--- src/hw/rtl/tccw_pkg.sv ---
// Shared types and constants for the text console character writer.
package tccw_pkg;

  localparam int COLS_DEF = 80;
  localparam int ROWS_DEF = 25;
  localparam int HW_LINE  = 80;   // line pitch of the display cursor address
  localparam int ROW_W    = 6;    // working row, holds up to one past row 31

  localparam logic [7:0] CH_CR    = 8'd13;
  localparam logic [7:0] CH_LF    = 8'd10;
  localparam logic [7:0] CH_TAB   = 8'd9;
  localparam logic [7:0] CH_SPACE = 8'd32;

  localparam logic       CFG_FILL_ATTR = 1'b0;
  localparam logic       CFG_TAB_WIDTH = 1'b1;

  localparam logic [7:0] FILL_ATTR_RST = 8'd7;
  localparam logic [4:0] TAB_WIDTH_RST = 5'd8;

  localparam logic [1:0] REQ_PUT        = 2'd0;
  localparam logic [1:0] REQ_SET_CURSOR = 2'd1;
  localparam logic [1:0] REQ_READ       = 2'd2;

  typedef struct packed {
    logic [1:0]  req_type;
    logic [7:0]  char_code;
    logic [7:0]  attr_byte;
    logic        write_char;
    logic        write_attr;
    logic        update_cursor;
    logic        use_given_pos;
    logic [4:0]  pos_row;
    logic [6:0]  pos_col;
    logic [10:0] cell_index;
  } req_t;

  typedef struct packed {
    logic [4:0]  out_row;
    logic [6:0]  out_col;
    logic [11:0] cursor_addr;
    logic        cursor_strobe;
    logic        scrolled;
    logic [7:0]  cell_char;
    logic [7:0]  cell_attr;
  } rsp_t;

  typedef struct packed {
    logic       index;
    logic [7:0] data;
  } cfg_t;

  typedef enum logic [3:0] {
    S_CLEAR, S_IDLE, S_DISPATCH, S_NORM1, S_HANDLE, S_RMW, S_TAB, S_NORM2,
    S_SCR_RD, S_SCR_WR, S_SCR_FILL, S_FIN
  } state_t;

  typedef enum logic [2:0] {
    MEM_NONE, MEM_RD_CELL, MEM_RD_IDX, MEM_RD_SCR,
    MEM_WR_MERGE, MEM_WR_COPY, MEM_WR_FILL, MEM_WR_ZERO
  } mem_op_t;

  typedef struct packed {
    logic    in_en;
    logic    norm;
    mem_op_t mem_op;
    logic    col_zero;
    logic    row_inc;
    logic    col_inc;
    logic    tab_init;
    logic    tab_adv;
    logic    tab_commit;
    logic    ptr_clr;
    logic    ptr_inc;
    logic    finish;
  } dp_cmd_t;

  typedef struct packed {
    logic       in_fire;
    logic [1:0] req_type;
    logic       is_cr;
    logic       is_lf;
    logic       is_tab;
    logic       would_scroll;
    logic       tab_done;
    logic       ptr_last_copy;
    logic       ptr_last;
    logic       idx_ok;
    logic       out_free;
  } dp_stat_t;

endpackage

--- src/hw/rtl/tccw_ctrl.sv ---
// Sequencer for request handling, scrolling and the post-reset clear pass.
module tccw_ctrl (
  input  logic               clk,
  input  logic               rst,
  input  tccw_pkg::dp_stat_t stat,
  output tccw_pkg::dp_cmd_t  cmd
);
  import tccw_pkg::*;

  state_t state, state_next;
  logic   ret_fin;   // scroll returns to finish (1) or to byte handling (0)

  always_ff @(posedge clk) begin
    if (rst) begin
      state   <= S_CLEAR;
      ret_fin <= 1'b0;
    end else begin
      state <= state_next;
      if (state == S_NORM1) ret_fin <= 1'b0;
      if (state == S_NORM2) ret_fin <= 1'b1;
    end
  end

  always_comb begin
    state_next = state;
    unique case (state)
      S_CLEAR:    if (stat.ptr_last) state_next = S_IDLE;
      S_IDLE:     if (stat.in_fire) state_next = S_DISPATCH;
      S_DISPATCH: state_next = (stat.req_type == REQ_PUT) ? S_NORM1 : S_FIN;
      S_NORM1:    state_next = stat.would_scroll ? S_SCR_RD : S_HANDLE;
      S_HANDLE: begin
        if (stat.is_cr || stat.is_lf) state_next = S_NORM2;
        else if (stat.is_tab)         state_next = S_TAB;
        else                          state_next = S_RMW;
      end
      S_RMW:      state_next = S_NORM2;
      S_TAB:      if (stat.tab_done) state_next = S_NORM2;
      S_NORM2:    state_next = stat.would_scroll ? S_SCR_RD : S_FIN;
      S_SCR_RD:   state_next = S_SCR_WR;
      S_SCR_WR:   state_next = stat.ptr_last_copy ? S_SCR_FILL : S_SCR_RD;
      S_SCR_FILL: if (stat.ptr_last) state_next = ret_fin ? S_FIN : S_HANDLE;
      S_FIN:      if (stat.out_free) state_next = S_IDLE;
      default:    state_next = S_IDLE;
    endcase
  end

  always_comb begin
    cmd = '0;
    cmd.mem_op = MEM_NONE;
    unique case (state)
      S_CLEAR: begin
        cmd.mem_op  = MEM_WR_ZERO;
        cmd.ptr_inc = 1'b1;
      end
      S_IDLE:     cmd.in_en = 1'b1;
      S_DISPATCH: if (stat.req_type == REQ_READ && stat.idx_ok) cmd.mem_op = MEM_RD_IDX;
      S_NORM1, S_NORM2: begin
        cmd.norm    = 1'b1;
        cmd.ptr_clr = stat.would_scroll;
      end
      S_HANDLE: begin
        if (stat.is_cr)       cmd.col_zero = 1'b1;
        else if (stat.is_lf)  cmd.row_inc  = 1'b1;
        else if (stat.is_tab) cmd.tab_init = 1'b1;
        else                  cmd.mem_op   = MEM_RD_CELL;
      end
      S_RMW: begin
        cmd.mem_op  = MEM_WR_MERGE;
        cmd.col_inc = 1'b1;
      end
      S_TAB: begin
        cmd.tab_adv    = !stat.tab_done;
        cmd.tab_commit = stat.tab_done;
      end
      S_SCR_RD:   cmd.mem_op = MEM_RD_SCR;
      S_SCR_WR: begin
        cmd.mem_op  = MEM_WR_COPY;
        cmd.ptr_inc = 1'b1;
      end
      S_SCR_FILL: begin
        cmd.mem_op  = MEM_WR_FILL;
        cmd.ptr_inc = 1'b1;
      end
      S_FIN:      cmd.finish = stat.out_free;
      default:    cmd.mem_op = MEM_NONE;
    endcase
  end

  a_accept_idle: assert property (@(posedge clk) disable iff (rst)
    stat.in_fire |-> state == S_IDLE)
    else $error("request accepted outside idle");
  a_fin_once: assert property (@(posedge clk) disable iff (rst)
    cmd.finish |=> state == S_IDLE)
    else $error("finish did not return to idle");
  a_scroll_src: assert property (@(posedge clk) disable iff (rst)
    state == S_SCR_RD |-> $past(state) == S_NORM1 || $past(state) == S_NORM2 ||
                          $past(state) == S_SCR_WR)
    else $error("scroll entered from wrong state");

endmodule

--- config.mk ---
export PLATFORM = sky130hd
export DESIGN_NAME = tccw_ctrl
export DESIGN_NICKNAME = d
export VERILOG_FILES = /design/src/hw/rtl/tccw_pkg.sv /design/src/hw/rtl/tccw_ctrl.sv
export SDC_FILE = /design/constraint.sdc
export NUM_CORES = 1
export LEC_CHECK = 0
export ABC_AREA = 1
export BUFFER_PORTS_ARGS = -buffer_cell sky130_fd_sc_hd__buf_2
export CORE_AREA = 4 4 41 43
export CTS_BUF_LIST = sky130_fd_sc_hd__clkbuf_8
export CTS_CLUSTER_DIAMETER = 120
export DETAILED_ROUTE_END_ITERATION = 8
export DIE_AREA = 0 0 45 47
export GPL_TIMING_DRIVEN = 0
export PLACE_DENSITY = 0.8
export SLEW_MARGIN = 20
export SYNTH_ARGS = -nofsm -noshare
export SYNTH_HDL_FRONTEND = slang
export SYNTH_SLANG_ARGS = --single-unit
export TNS_END_PERCENT = 30
--- constraint.sdc ---
create_clock -name clk -period 3.05 [get_ports clk]
set_input_delay 0.1525 -clock clk [delete_from_list [all_inputs] [get_ports clk]]
set_output_delay 0.1525 -clock clk [all_outputs]
set_load 0.01 [all_outputs]
==> results of run 1 <==
==> cell usage in the layout (no fill, tap or decap), drive strengths merged <==
master	instances
a211oi	1
a21oi	3
a311oi	1
buf	28
clkbuf	3
dfxtp	5
inv	20
nand2	38
nand3	12
nand3b	1
nor2	24
nor3	5
o211ai	1
o21ai	2
o21bai	2
or2	1
==> logic make-up after synthesis <==
group	count (synthesis)
buffers and inverters	20
and+or+nand+nor	81
DFF	5
AOI/OAI and AO/OA	10
==> flip-flops by register name (all words and copies together) (netlist names) <==
signal,flops
state,4
ret_fin,1
==> worst max-delay path, stage by stage, from the launching register on <==
cell,delay (ns)
dfxtp_1,0.52
inv_2,0.12
nand2_1,0.17
nor3_1,0.08
or2_2,0.29
buf_2,0.14
==> report_power, final <==
group	total (mW)	internal, mW	switching [mW]
combinational	0.431	0.162	0.269
sequential	0.114	0.0853	0.0286
clock	0.114	0.0859	0.0285
==> path summary, 6_finish.rpt <==
| path | endpoint | slack, ns | start | cells past startpoint |
|---|---|---|---|---|
| setup / recovery | cmd[11] | 1.37 | state[3] | 5 |
| hold / removal | state[3] | 0.15 | rst | 2 |
| setup reg to reg | state[0] | 1.62 | state[3] | 9 |
| hold reg to reg | ret_fin | 0.49 | ret_fin | 2 |
==> per-stage QoR <==
step | power, mW | setup slack, ns
5_1_grt | 0.735 | 1.31
4_1_cts | 0.663 | 1.37
6_report | 0.660 | 1.37
3_5_place_dp | 0.543 | 1.61
3_3_place_gp | 0.544 | 1.60
2_1_floorplan | 0.420 | 1.78
==> final cells by class <==
| class | instances | area (sq um) |
|---|---|---|
| sequential | 5 | 100 |
| inverter | 19 | 71.3 |
| clock buffer | 3 | 41.3 |
| tap | 15 | 18.8 |
| clock inverter | 1 | 3.75 |
| buffer | 1 | 5.00 |
| multi-input combinational | 91 | 447 |
| fill | 146 | 479 |
| timing repair buffer | 27 | 135 |
==> routing by layer <==
metal | up-vias | routed length (um) | GRT usage
met5 | - | 0 | 0
met4 | 0 | 1 | 0.0643
met3 | 2 | 89 | 0.0192
met2 | 23 | 865 | 0.305
met1 | 355 | 734 | 0.215
li1 | 431 | - | -
==> flow_metrics.py, run 1 <==
metrics = {
    "logic_synthesis": {
        "synth_top_cell_by_area": "nand2_1",
        "postSynth.asyncResetShare": 0,
        "synth.top_cells.by_area": "nand2_1, dfxtp_1, nor2_1",
        "synth_common_cells": "nand2_1, nor2_1, inv_1",
        "muxShareOfSynthArea": 0,
        "synth_top_cell_area_share": 0.217,
        "yosysMostFrequentCell": "nand2_1",
        "synthAdderAreaFrac": 0,
        "yosysUniqueCellTypes": 21,
        "ys_seq_elements": 5,
        "synthCells": 116,
        "synth_compound_area_frac": 0.108,
        "seq_area_frac_synth": 0.161,
        "yosys.area_share.simple": 0.608,
        "yosys_warnings": 0,
        "synth-edff-count": 0,
        "synth_ff_type": "dfxtp_1",
        "synthXorXnorAreaFrac": 0,
        "avgSynthCellArea_sq_um": 5.37,
        "syn-num-nets": 130,
        "synth_top_family_by_area": "simple AND/OR/NAND/NOR gates",
        "netlist_area_sq_um": 623,
    },
    "grt": {
        "grt_pass1_vias": 685,
        "grt_pass1_wl_mm": 2.74,
        "grt.total_usage": 0.173,
        "grt_overflow_total": 0,
        "grt_start_max_net_pins": 9,
        "antenna_found_initial": 0,
    },
    "die": {
        "rows": 13,
        "core_area_sq_um": 1300,
        "ios": 28,
        "die_y_um": 47,
        "die_w_um": 45,
        "die_area_sq_um": 2120,
        "start_util": 0.479,
    },
    "sta": {
        "slew_headroom": 0.761,
        "finalHoldViolations": 0,
        "report.final.setup_viol": 0,
        "finClkSkew_ns": 0.000448,
        "period_needed_ns": 1.68,
        "drv_slew": 0,
        "fmax_mhz": 594,
        "tightest_slew_ns": 0.359,
        "fin_hold_ws_ns": 0.152,
        "setup_tns_ns": 0,
        "fin_crit_sh": 0.552,
        "rsz0062_at_grt": "false",
    },
    "critical_path": {
        "worstPathMaxFanout": 7,
        "cp-end-kind": "primary output",
        "worstSetupPathType": "reg -> out",
        "start_kind": "flop",
        "critPathArrivalTime_ns": 1.53,
        "crit_required_ns": 2.90,
    },
    "power": {
        "p_leak_nw": 0.494,
        "ir_drop_mv": 0.532,
        "powerDensity_nw_per_um2": 803,
    },
    "drt": {
        "wl_mm": 1.69,
        "via_count": 811,
        "ant_nets": 0,
        "routedWlPerCell_um": 10.4,
        "drcViolationCount": 0,
        "drtIter0Drc": 13,
        "drt_first_pass_iters": 6,
        "vias_per_cell": 5.01,
    },
    "clock_network": {
        "cts-buffers-inserted": 3,
        "ctsResizeCount": 0,
        "postCtsSetupRepairBufs": 0,
        "clockBufferDepth": 2,
        "clockRootBuffer": "clkbuf_8",
        "clk_latency_ns": 0.22,
        "holdBufCountCts": 0,
        "clock_sinks": 5,
        "path_clk_slew_ns": 0.03,
        "cts_max_level": 1,
        "cts_tree": "yes",
    },
    "cells_and_area": {
        "drive_gt1_frac": 0.320,
        "final_area_sq_um": 822,
        "stdcell_count": 162,
        "area_growth_pct": 31.9,
        "fin_nets": 162,
        "final_core_util": 0.632,
        "insertedDiodeCount": 0,
    },
    "place": {
        "portBuffers": 27,
        "globalplace.congestion": 0.911,
        "dpl.cell_count": 158,
        "placed_cell_area_sq_um": 777,
        "hpwl_mm": 1.44,
    },
    "min_path": {
        "min-delay-path-class": "in -> reg",
    },
    "flow_run": {
        "maxCapViolCount": 0,
    },
    "run_status": {
        "status": "finished clean",
    },
}
Note: power is estimated with default switching activity, not from simulation.
==> inputs of run 2 (changes only) <==
--- a/config.mk
+++ b/config.mk
@@ -5,15 +5,15 @@
 export SDC_FILE = /design/constraint.sdc
 export NUM_CORES = 1
 export LEC_CHECK = 0
-export ABC_AREA = 1
+export ABC_AREA = 0
 export BUFFER_PORTS_ARGS = -buffer_cell sky130_fd_sc_hd__buf_2
-export CORE_AREA = 4 4 41 43
+export CORE_MARGIN = 4
+export CORE_UTILIZATION = 42
 export CTS_BUF_LIST = sky130_fd_sc_hd__clkbuf_8
 export CTS_CLUSTER_DIAMETER = 120
 export DETAILED_ROUTE_END_ITERATION = 8
-export DIE_AREA = 0 0 45 47
 export GPL_TIMING_DRIVEN = 0
-export PLACE_DENSITY = 0.8
+export PLACE_DENSITY = 0.76
 export SLEW_MARGIN = 20
 export SYNTH_ARGS = -nofsm -noshare
 export SYNTH_HDL_FRONTEND = slang
==> constraint.sdc (replaced) <==
create_clock -name clk -period 1.5 [get_ports clk]
set_input_delay 0.075 -clock clk [delete_from_list [all_inputs] [get_ports clk]]
set_output_delay 0.075 -clock clk [all_outputs]
set_load 0.01 [all_outputs]
==> flow_metrics.py, run 2 <==
metrics = {
    "sta": {
        "slew_headroom": 0.745,
        "setup_ws_ns": -0.0713,
        "fmax_mhz": 636,
        "period_needed_ns": 1.57,
        "finClkSkew_ns": 0.00247,
        "tightest_slew_ns": 0.382,
        "rsz0062_at_grt": "true",
        "report.final.setup_viol": 4,
        "finalHoldViolations": 0,
        "drv_slew": 0,
        "fin_hold_ws_ns": 0.110,
        "fin_crit_sh": 1.05,
    },
    "drt": {
        "drt_first_pass_iters": 4,
        "ant_nets": 0,
        "vias_per_cell": 5.78,
        "drcViolationCount": 0,
        "drtIter0Drc": 27,
        "wl_mm": 1.84,
        "routedWlPerCell_um": 13.8,
        "via_count": 775,
    },
    "critical_path": {
        "worstReg2RegStart": "state[3]",
        "worstSetupPathType": "reg -> out",
        "worstPathMaxFanout": 6,
        "cp-end-kind": "primary output",
        "critPathArrivalTime_ns": 1.50,
        "crit_required_ns": 1.42,
        "cp_num_buf_inv": 2,
        "start_kind": "flop",
        "path_cells": "buf_6 > and2b_4 > nor3_2 > a21oi_1 > nor2_1 > or2_1 > buf_2",
        "path_delay_family": "simple AND/OR/NAND/NOR gates",
        "cpMaxStageDelayCell": "dfxtp_4",
        "slowest_delay_ns": 0.34,
        "startpoint": "state[3]",
    },
    "clock_network": {
        "clockBufferDepth": 2,
        "clock_sinks": 5,
        "cts_max_level": 1,
        "clockRootBuffer": "clkbuf_8",
        "cts_tree": "yes",
        "cts-buffers-inserted": 3,
        "path_clk_slew_ns": 0.03,
        "clk_latency_ns": 0.22,
    },
    "cells_and_area": {
        "drive_gt1_frac": 0.504,
        "final_cell_mix": "buf_2, a21oi_1, nand2_1, nor2_1, o21ai_0",
        "final_common_cell": "buf_2",
        "fin_nets": 134,
        "final_area_sq_um": 891,
        "regMostFlops": "state",
        "multi_input_area_sq_um": 470,
        "largest_register_ffs": 4,
        "insertedDiodeCount": 0,
        "area_growth_pct": 49.6,
        "top_regs": "state x4, ret_fin x1",
        "nFillCells": 111,
        "ff_latch_area_sq_um": 105,
    },
    "grt": {
        "grt.total_usage": 0.173,
        "grt_overflow_total": 0,
        "grt_pass1_vias": 619,
        "antenna_found_initial": 0,
        "grt_pass1_wl_mm": 2.59,
        "grt_start_max_net_pins": 11,
    },
    "logic_synthesis": {
        "synth_ff_type": "dfxtp_1",
        "postSynth.asyncResetShare": 0,
        "yosysUniqueCellTypes": 36,
        "synth_common_cells": "a21oi_1, nand2_1, nor2_1",
        "yosys_warnings": 0,
        "avgSynthCellArea_sq_um": 7.26,
        "synth_top_cell_area_share": 0.168,
        "synth-edff-count": 0,
        "synthCells": 82,
        "netlist_area_sq_um": 596,
        "ys_seq_elements": 5,
        "synth.top_cells.by_area": "dfxtp_1, a21oi_1, o21ai_0",
        "syn-num-nets": 96,
        "seq_area_frac_synth": 0.168,
        "synth_top_cell_by_area": "dfxtp_1",
    },
    "min_path": {
        "min-delay-path-class": "in -> reg",
        "worst_hold_startpoint": "rst",
    },
    "die": {
        "rows": 13,
        "ios": 28,
        "die_w_um": 45.7,
        "start_util": 0.452,
        "core_area_sq_um": 1320,
        "die_y_um": 45.7,
        "die_area_sq_um": 2080,
    },
    "run_status": {
        "violations": "setup timing",
        "status": "finished, violations left",
    },
    "power": {
        "powerDensity_nw_per_um2": 1900,
        "p_leak_nw": 0.421,
        "ir_drop_mv": 0.798,
        "power_mw": 1.69,
    },
    "place": {
        "placed_cell_area_sq_um": 749,
        "portBuffers": 27,
        "hpwl_mm": 1.28,
        "globalplace.congestion": 0.853,
    },
    "flow_run": {
        "maxCapViolCount": 0,
    },
}
[run 2: changes by cell type after synthesis, sizes merged, moves of 2 or more]
cell / change
nor2: -16
and3b: +2
inv: -15
and2b: +3
o21ai: +5
o31ai: +3
nand3: -11
o21bai: -2
and2: +3
nor2b: +2
nand2: -30
buf: +4
a21oi: +6
and3: +3
[run 2: path summary, 6_finish.rpt]
kind                                  to  slack [ns]  depth (start not counted)
worst min-delay path             ret_fin        0.11                          2
worst min register to register   ret_fin        0.53                          2
worst max register to register  state[1]        0.05                          5
worst max-delay path             cmd[11]       -0.07                          7
[run 2: area by class of cell]
type / instances / area share
buffer: 5 / 0.0590
clock inverter: 1 / 0.00421
tap: 15 / 0.0211
timing repair buffer: 33 / 0.206
inverter: 4 / 0.0169
clock buffer: 3 / 0.0463
multi-input combinational: 68 / 0.528
sequential: 5 / 0.118
[run 2: repair_timing]
action                                  4_1_cts  5_1_grt
buffers inserted                              2        4
pin swaps                                     2        6
gates cloned                                  0        0
endpoints found under the setup margin        6       13
resized for setup                             4       11
hold buffers                                  0        0
endpoints found under the hold margin         0        0
[run 2: cell families (layout without fill, tap and decap cells)]
kind of cell	after synthesis	in the layout	synth area share
buf+inv	9	46	0.0924
simple gates	40	40	0.397
flops	5	5	0.168
compound gates	28	28	0.342
[run 2: power breakdown]
part	leakage, nW	internal (mW)	total [mW]	switching, mW
sequential	0.0419	0.183	0.244	0.0601
clock	0.0269	0.175	0.240	0.0647
combinational	0.352	0.577	1.21	0.631
[run 2: metal layers]
| layer | GRT usage | part of all wire |
|---|---|---|
| met5 | 0 | 0 |
| met4 | 0.117 | 0.034 |
| met3 | 0.0395 | 0.10 |
| met2 | 0.262 | 0.46 |
| met1 | 0.215 | 0.40 |
[run 2: worst reg2reg max path: stages, from the launching register on]
cell	delay, ns
dfxtp_4	0.34
buf_6	0.13
nor3b_2	0.27
and3b_2	0.29
a21oi_4	0.06
a221oi_2	0.27
[run 2: through the flow]
step,cells,setup WS [ns],utilization,setup TNS [ns]
final,134,-0.0713,0.676,-0.162
after global routing,134,-0.128,0.676,-0.574
after CTS,130,-0.0784,0.621,-0.228
after floorplan,82,0.111,-,0
after detailed placement,124,-0.0257,0.569,-0.0340
after global placement,124,-0.0189,0.569,-0.0189
==> inputs of run 3 (changes only) <==
--- a/config.mk
+++ b/config.mk
@@ -13,7 +13,7 @@
 export CTS_CLUSTER_DIAMETER = 120
 export DETAILED_ROUTE_END_ITERATION = 8
 export GPL_TIMING_DRIVEN = 0
-export PLACE_DENSITY = 0.76
+export PLACE_DENSITY = 0.73
 export SLEW_MARGIN = 20
 export SYNTH_ARGS = -nofsm -noshare
 export SYNTH_HDL_FRONTEND = slang
==> flow_metrics.py, run 3 (synthesis gave the netlist of run 2 again) <==
metrics = {
    "critical_path": {
        "startpoint": "state[3]",
        "path_delay_family": "simple AND/OR/NAND/NOR gates",
        "cp_num_buf_inv": 2,
        "crit_cells": 7,
        "worstPathMaxFanout": 6,
        "path_cells": "buf_6 > and2b_4 > nor3_2 > a21oi_1 > nor2_1 > or2_1 > buf_2",
        "crit_path_end": "cmd[11]",
        "slowest_delay_ns": 0.34,
        "r2r_end": "state[1]",
        "crit_required_ns": 1.42,
        "cpMaxStageDelayCell": "dfxtp_4",
        "worstReg2RegStart": "state[3]",
        "r2r.worst_path.cells": 6,
        "start_kind": "flop",
        "rrSetupSlack_ns": 0.06,
        "worstSetupPathType": "reg -> out",
        "cp-end-kind": "primary output",
        "critPathArrivalTime_ns": 1.51,
    },
    "die": {
        "ios": 28,
        "die_w_um": 45.7,
        "die_area_sq_um": 2080,
        "core_area_sq_um": 1320,
        "die_y_um": 45.7,
        "start_util": 0.452,
        "rows": 13,
    },
    "sta": {
        "drv_slew": 0,
        "tightest_slew_ns": 0.301,
        "fmax_mhz": 631,
        "setup_ws_ns": -0.0840,
        "slew_headroom": 0.798,
        "report.final.setup_viol": 4,
        "finClkSkew_ns": 0.00512,
        "fin_hold_ws_ns": 0.0831,
        "fin_crit_sh": 1.06,
        "period_needed_ns": 1.58,
        "setup_tns_ns": -0.117,
        "finalHoldViolations": 0,
        "rsz0062_at_grt": "true",
    },
    "cells_and_area": {
        "final_common_cell": "buf_2",
        "largest_register_ffs": 4,
        "insertedDiodeCount": 0,
        "final_core_util": 0.635,
        "fin_nets": 131,
        "top_regs": "state x4, ret_fin x1",
        "stdcell_count": 131,
        "regMostFlops": "state",
        "final_area_sq_um": 837,
        "nFillCells": 122,
        "final_cell_mix": "buf_2, a21oi_1, nand2_1, nor2_1, o21ai_0",
        "area_growth_pct": 40.5,
        "drive_gt1_frac": 0.474,
    },
    "grt": {
        "grt_overflow_total": 0,
        "grt.total_usage": 0.180,
        "grt_start_max_net_pins": 11,
        "grt_pass1_wl_mm": 2.66,
        "grt_pass1_vias": 616,
        "antenna_found_initial": 0,
    },
    "clock_network": {
        "clockRootBuffer": "clkbuf_8",
        "cts_max_level": 1,
        "cts-buffers-inserted": 3,
        "holdBufCountCts": 0,
        "clk_latency_ns": 0.23,
        "path_clk_slew_ns": 0.04,
        "clockBufferDepth": 2,
        "clock_sinks": 5,
        "cts_tree": "yes",
    },
    "drt": {
        "drt_first_pass_iters": 4,
        "routedWlPerCell_um": 13.4,
        "vias_per_cell": 5.77,
        "drtIter0Drc": 12,
        "ant_nets": 0,
        "via_count": 756,
        "wl_mm": 1.76,
        "drcViolationCount": 0,
    },
    "place": {
        "hpwl_mm": 1.27,
        "placed_cell_area_sq_um": 749,
        "portBuffers": 27,
        "globalplace.congestion": 0.805,
        "pre_cts_slack_ns": -0.0234,
        "dpl.cell_count": 124,
    },
    "min_path": {
        "min-delay-path-class": "in -> reg",
    },
    "power": {
        "power_mw": 1.58,
        "ir_drop_mv": 0.683,
        "p_leak_nw": 0.397,
        "powerDensity_nw_per_um2": 1890,
    },
    "run_status": {
        "violations": "setup timing",
        "status": "finished, violations left",
    },
    "flow_run": {
        "maxCapViolCount": 0,
    },
}
run 3: cell count changes in the layout (fill, tap and decap cells not counted):
| cell | change |
|---|---|
| nand2b_4 | -1 |
| a211oi_4 | -1 |
| buf_6 | -2 |
| a221oi_1 | +1 |
| buf_4 | -2 |
| nand2b_1 | +1 |
| a211oi_2 | +1 |
| buf_2 | +1 |
| a221oi_2 | -1 |
run 3: per-layer routing:
layer | up-vias | global-route usage | routed length, um
met1 | 350 | 0.227 | 805
met5 | - | 0 | 0
met4 | 0 | 0.0994 | 33
li1 | 369 | - | -
met2 | 35 | 0.281 | 782
met3 | 2 | 0.0356 | 140
run 3: repair_timing:
item,in CTS,in global routing
setup buffers,2,1
resized for setup,5,3
pin swaps,2,1
cloned,0,0
setup endpoints to repair,3,10
run 3: power breakdown:
part	internal [mW]	switching (mW)	total [mW]	leakage, nW
sequential	0.183	0.0435	0.227	0.0419
clock	0.176	0.0755	0.252	0.0269
combinational	0.508	0.595	1.10	0.329
total	0.868	0.714	1.58	0.397
run 3: worst min path at each step:
| stage | startpoint | end | cells after the start |
|---|---|---|---|
| floorplan | rst | ret_fin | 1 |
| global placement | rst | ret_fin | 2 |
| detailed placement | rst | ret_fin | 2 |
| CTS | rst | state[0] | 2 |
| global route | rst | state[0] | 2 |
| finish | rst | state[0] | 2 |
run 3: area by class of cell:
class / count / area, sq um / share of cell area
inverters: 4 / 15.0 / 0.0179
clock buffers: 3 / 41.3 / 0.0493
well taps: 15 / 18.8 / 0.0224
flip-flops and latches: 5 / 105 / 0.126
multi-input cells: 68 / 449 / 0.537
plain buffers: 5 / 42.5 / 0.0508
repair buffers: 30 / 161 / 0.193
clock inverters: 1 / 3.75 / 0.00448
